$ cat config.mk
export PLATFORM = sky130hd
export DESIGN_NAME = iir3_cell
export DESIGN_NICKNAME = d
export VERILOG_FILES = /design/src/sv/iir3_pkg.sv /design/src/sv/iir3_cell.sv
export SDC_FILE = /design/constraint.sdc
export NUM_CORES = 2
export LEC_CHECK = 0
export ABC_AREA = 1
export BUFFER_PORTS_ARGS = -buffer_cell sky130_fd_sc_hd__buf_2
export CORE_MARGIN = 5
export CORE_UTILIZATION = 49
export DETAILED_ROUTE_END_ITERATION = 10
export HOLD_SLACK_MARGIN = 0.1
export PLACE_DENSITY = 0.66
export SLEW_MARGIN = 20
export SYNTH_ARGS = -nofsm -noshare
export SYNTH_HDL_FRONTEND = slang
export SYNTH_SLANG_ARGS = --single-unit
export TNS_END_PERCENT = 10
$ cat constraint.sdc
create_clock -name clock -period 19.9 [get_ports clock]
set_clock_uncertainty 0.2 [all_clocks]
set_input_delay 2.985 -clock clock [delete_from_list [all_inputs] [get_ports clock]]
set_output_delay 2.985 -clock clock [all_outputs]
set_load 0.01 [all_outputs]
$ cat src/sv/iir3_pkg.sv
// ----------------------------------------------------------------------------
// iir3_pkg: shared types and constants of the third-order IIR filter
// Field widths, register indexes and coefficient reset values.
// ----------------------------------------------------------------------------
package iir3_pkg;

   localparam int SAMPLE_W   = 16;
   localparam int COEF_W     = 18;
   localparam int HIST_W     = 32;
   localparam int NUM_TAPS   = 3;
   localparam int NUM_REGS   = 7;
   localparam int CSR_ADDR_W = 3;
   localparam int FF_PROD_W  = COEF_W + SAMPLE_W;
   localparam int FB_PROD_W  = COEF_W + HIST_W;

   typedef logic signed [SAMPLE_W-1:0] sample_type;
   typedef logic signed [COEF_W-1:0]   coef_type;
   typedef logic signed [HIST_W-1:0]   hist_type;

   // Coefficient pair used by one delay tap
   typedef struct packed {
      coef_type ff;
      coef_type fb;
   } tap_coef_type;

   // Register indexes
   localparam logic [CSR_ADDR_W-1:0] REG_FF_COEF_0 = 3'd0;
   localparam logic [CSR_ADDR_W-1:0] REG_FF_COEF_1 = 3'd1;
   localparam logic [CSR_ADDR_W-1:0] REG_FF_COEF_2 = 3'd2;
   localparam logic [CSR_ADDR_W-1:0] REG_FF_COEF_3 = 3'd3;
   localparam logic [CSR_ADDR_W-1:0] REG_FB_COEF_1 = 3'd4;
   localparam logic [CSR_ADDR_W-1:0] REG_FB_COEF_2 = 3'd5;
   localparam logic [CSR_ADDR_W-1:0] REG_FB_COEF_3 = 3'd6;

   localparam coef_type COEF_RESET [NUM_REGS] = '{
      18'sd469, 18'sd1407, 18'sd1407, 18'sd469,
      -18'sd18987, 18'sd15729, -18'sd3473
   };

endpackage

$ cat src/sv/iir3_cell.sv
// ----------------------------------------------------------------------------
// iir3_cell: one delay tap of the direct form I filter
// Holds one past input and one past output, forms the tap's weighted term
// and adds it to the partial sum coming from the neighbouring cell.
// ----------------------------------------------------------------------------
module iir3_cell #(
   parameter int HIST_FRAC_BITS = 8,
   parameter int ACC_W          = 54
) (
   input  logic                      clock,
   input  logic                      reset,
   input  logic                      shift,
   input  iir3_pkg::sample_type      x_in,
   input  iir3_pkg::hist_type        y_in,
   input  iir3_pkg::tap_coef_type    coef,
   input  logic signed [ACC_W-1:0]   sum_in,
   output iir3_pkg::sample_type      x_out,
   output iir3_pkg::hist_type        y_out,
   output logic signed [ACC_W-1:0]   sum_out
);

   iir3_pkg::sample_type                   x_ff, x_shift_in;
   iir3_pkg::hist_type                     y_ff, y_shift_in;
   logic signed [iir3_pkg::FF_PROD_W-1:0]  ff_prod;
   logic signed [iir3_pkg::FB_PROD_W-1:0]  fb_prod;
   logic signed [ACC_W-1:0]                ff_term;
   logic signed [ACC_W-1:0]                fb_term;

   // Advance the delay line on each accepted item
   always_comb begin
      x_shift_in = shift ? x_in : x_ff;
      y_shift_in = shift ? y_in : y_ff;
   end

   always_ff @(posedge clock) begin
      if (reset) begin
         x_ff <= '0;
         y_ff <= '0;
      end else begin
         x_ff <= x_shift_in;
         y_ff <= y_shift_in;
      end
   end

   // Weighted tap term, feed-forward scaled up to the history format
   always_comb begin
      ff_prod = coef.ff * x_ff;
      fb_prod = coef.fb * y_ff;
      ff_term = ACC_W'(ff_prod) <<< HIST_FRAC_BITS;
      fb_term = ACC_W'(fb_prod);
      sum_out = sum_in + ff_term - fb_term;
   end

   assign x_out = x_ff;
   assign y_out = y_ff;

endmodule
# Word-level counts from Yosys, hierarchy flattened

Index checks and enable logic that the tools add are counted.
W data, S select, Z words.

Register bits after elaboration: 48
Input port bits: 141
Output and inout port bits: 102
Logic and storage cells: 6

Add/subtract/negate cells: 2
Multiply operators: 2

Operators with widths:

| operator         | number |
|---|---|
| $add A54 B42 Y54 | 1 |
| $sub A54 B50 Y54 | 1 |
| $mul A18 B32 Y50 | 1 |
| $mul A18 B16 Y34 | 1 |

# Logic depth before layout (Yosys ltp)

Depth in word-level cells: 3
Gate-level depth with buffers: 51
Mapped depth without buffers: 49

# Worst setup path before layout

No wires, ideal clock.

Path type: input-to-output
Start point: in coef[35] (netlist name)
End point: out sum_out[50]
Data arrival time: 12.587 ns
Data required time: 16.715 ns
Setup slack: 4.128 ns
Stages on the path: 40
Path buffers: 1
Path through: clkbuf_1 -> nand2_1 -> inv_1 -> fa_1 -> fa_1 -> fa_1 -> fa_1 -> fa_1 -> inv_1 -> fa_1 -> inv_1 -> ha_1 -> nand2_1 -> nor2_1 -> nand2_1 -> nor3b_2 -> a21oi_1 -> nand2_1 -> [4 not listed] -> fa_1 -> fa_1 -> inv_1 -> fa_1 -> inv_1 -> fa_1 -> inv_1 -> ha_1 -> nand2_1 -> nor2_1 -> inv_2 -> nor2_2 -> inv_1 -> nor3_1 -> nand3_1 -> nand3_1 -> nand2_1 -> nand2_1

Cells in the longest elaborated chain, start to end: 3

RTL lines:

| item             | RTL line        | source |
|---|---|---|
| from (decl)      | iir3_cell.sv:15 | `input iir3_pkg::tap_coef_type coef,` |
| $mul A18 B16 Y34 | iir3_cell.sv:47 | `ff_prod = coef.ff * x_ff;` |
| $add A54 B42 Y54 | iir3_cell.sv:51 | `sum_out = sum_in + ff_term - fb_term;` |
| $sub A54 B50 Y54 | iir3_cell.sv:51 |  |
| to (decl)        | iir3_cell.sv:19 | `output logic signed [ACC_W-1:0] sum_out` |

Every way passes these cells.

# Worst setup path in the final report

Start point: in coef[35] (netlist name)
End point: out sum_out[53]

Same word-level chain as after synthesis.

==> impl_metrics.tcl <==
set metrics [dict create \
    status "complete, no violations" \
    hp-class "flip-flop to flip-flop" \
    crit_buf_inv 10 \
    cpMostUsedCell "fa_1" \
    final_nets 6273 \
    ys.warnings.count 0 \
    drt.antenna.violating_nets 0 \
    crit_path_top_delay_cell "fa_1" \
    path_delay_family "adder cells" \
    setup-violations-final 0 \
    core-area_sq_um 77080 \
    syn_area_sq_um 37960 \
    die_w_um 288.3 \
    path_clk_slew_ps 80 \
    hold_buffers 0 \
    crit_fanout 16 \
    die-area_sq_um 83140 \
    synthTopCellsByArea "fa_1 51%, inv_1 14%, nand2_1 13%, ha_1 7.5%, dfxtp_1 2.5%" \
    grt_use_met1 0.3989 \
    cts_resized 0 \
    worst_slew_pin_slew_ps 1059 \
    slew_headroom 0.2924 \
    finalHoldViolations 0 \
    dpl.cell_count 5968 \
    synth_top_area_frac 0.5110 \
    ys_ff_latch 48 \
    row_count 102 \
    grt.met2_usage 0.4349 \
    overflow 0 \
    area_growth_pct 5.461 \
    yosys.area.top_type "fa_1" \
    grt-busiest-layer "met2" \
    clockRootBuffer "clkbuf_16" \
    dp_hpwl_um 94360 \
    netlist_top_cells_count "1,464 x inv_1, 1,301 x nand2_1, 969 x fa_1" \
    grt_pass1_wl_um 177400 \
    drt_pass1_iterations 6 \
    synth_fa_ha_area_frac 0.5858 \
    cts_made_buffers 5 \
    syn-instance-count 4866 \
    n_fill_cell 7503 \
    max_stage_delay_ps 880 \
    clockBufferDepth 2 \
    fmax_mhz 57.24 \
    vias 29980 \
    portBuffers 242 \
    cts.sinks 48 \
    final.setup.tns_ps 0 \
    synth_top_family_by_area "adder cells" \
    synth-compound-area-share 0.03701 \
    slew_violations 0 \
    synth-edff-count 0 \
    htree_levels 2 \
    stdcell_count 5980 \
    arrival_ps 14290 \
    synth.most_common_cell "inv_1" \
    fin_area_sq_um 40040 \
    drc 0 \
    synthArstFlopShare 0 \
    cp-start-kind "input port" \
    crit_type "input port to primary output" \
    rsz0062_at_grt "false" \
    drive_gt1_frac 0.06583 \
    drt_iter0_drc 2225 \
    use_met3 0.04183 \
    clkLatencyLatePin_ps 330 \
    postSynthAreaPerCell_sq_um 7.802 \
    synthXorXnorAreaFrac 0.01638 \
    gp_congestion 0.9957 \
    post-cts-setup-buffers 0 \
    start_util 0.4925 \
    synth-seq-area-share 0.02531 \
    post_drt_via_cell_ratio 5.013 \
    grt_pass1_vias 31960 \
    synth-simple-area-share 0.1703 \
    final.min_clock_period_ps 17470 \
    post-route-period-util 0.8779 \
    cap_violations 0 \
    wire_per_inst_um 18.27 \
    synthMuxAreaShare 0 \
    die_h_um 288.3 \
    synthFlopType "dfxtp_1" \
    cp-end-kind "primary output" \
    grtUsageTotal 0.2737 \
    cp.required_ps 16720 \
    antenna_found_initial 3 \
    dpl_cell_area_sq_um 39860 \
    cts_tree "built" \
    synth_fp_nets 6203 \
    wirelength_um 109200 \
    grt_max_degree 50 \
    num_io_pins 243 \
    synth.distinct_cells 41 \
]
-- worst paths after layout --
kind / endpoint / slack (ps) / depth (start not counted) / from
worst max-delay path: sum_out[53] / 2430 / 43 / coef[35]
worst min register to register: y_out[4]$_SDFFE_PP0P_ / 270 / 2 / y_out[4]$_SDFFE_PP0P_
worst max register to register: y_out[17]$_SDFFE_PP0P_ / 18380 / 2 / y_out[17]$_SDFFE_PP0P_
worst min-delay path: y_out[4]$_SDFFE_PP0P_ / 270 / 2 / y_out[4]$_SDFFE_PP0P_
-- kinds of logic after synthesis --
family | Yosys count
xor gates and xnor gates | 71
buffers and inverters | 1670
adders and majority gates | 1196
and+or+nand+nor | 1635
DFF | 48
AOI/OAI and AO/OA | 246
-- state kept, by name, summed over array words and instances, names as in the netlist --
name   flops
x_out     16
y_out     32
-- worst register-to-register path, cell delays in order (launching register included) --
cell and delay (ps):
dfxtp_1 990, nand2_1 120, a21oi_1 150
-- placed cells by master, fill, tap and decap left out, drive strengths merged, types with 44 or more instances in the layout --
cell   synthesis  final
a21oi        151    151
buf           25    260
dfxtp         48     48
fa           969    969
ha           227    227
inv         1473   1472
nand2       1309   1309
nand3         73     73
nor2         198    198
o21ai         44     44
xor2          50     50
-- area by class of cell --
cell class                 instances  area (sq um)  area share
antenna                            3         7.507   0.0001875
tap                             1040          1301     0.03250
sequential                        48         960.9     0.02400
multi-input combinational       3148         30730      0.7676
inverter                        1473          5529      0.1381
clock buffer                       8         146.4    0.003656
timing repair buffer             260          1359     0.03394
-- per-stage QoR --
step	setup slack [ps]	hold slack, ps	utilization
after CTS	2492	272.9	0.5190
final	2430	269.5	0.5194
after floorplan	4128	447.9	-
after detailed placement	2517	260.9	0.5171
after global routing	1774	305.2	0.5193
after global placement	2381	253.3	0.5171
-- routing by layer --
metal	vias to the layer above	part of all wire
li1	13740	-
met2	1086	0.46
met5	-	0.00012
met3	141	0.081
met1	15010	0.44
met4	2	0.024
Power is left out: the tool's default activity adds up to more than one toggle a clock period on the data nets, which glitch-free logic cannot reach.
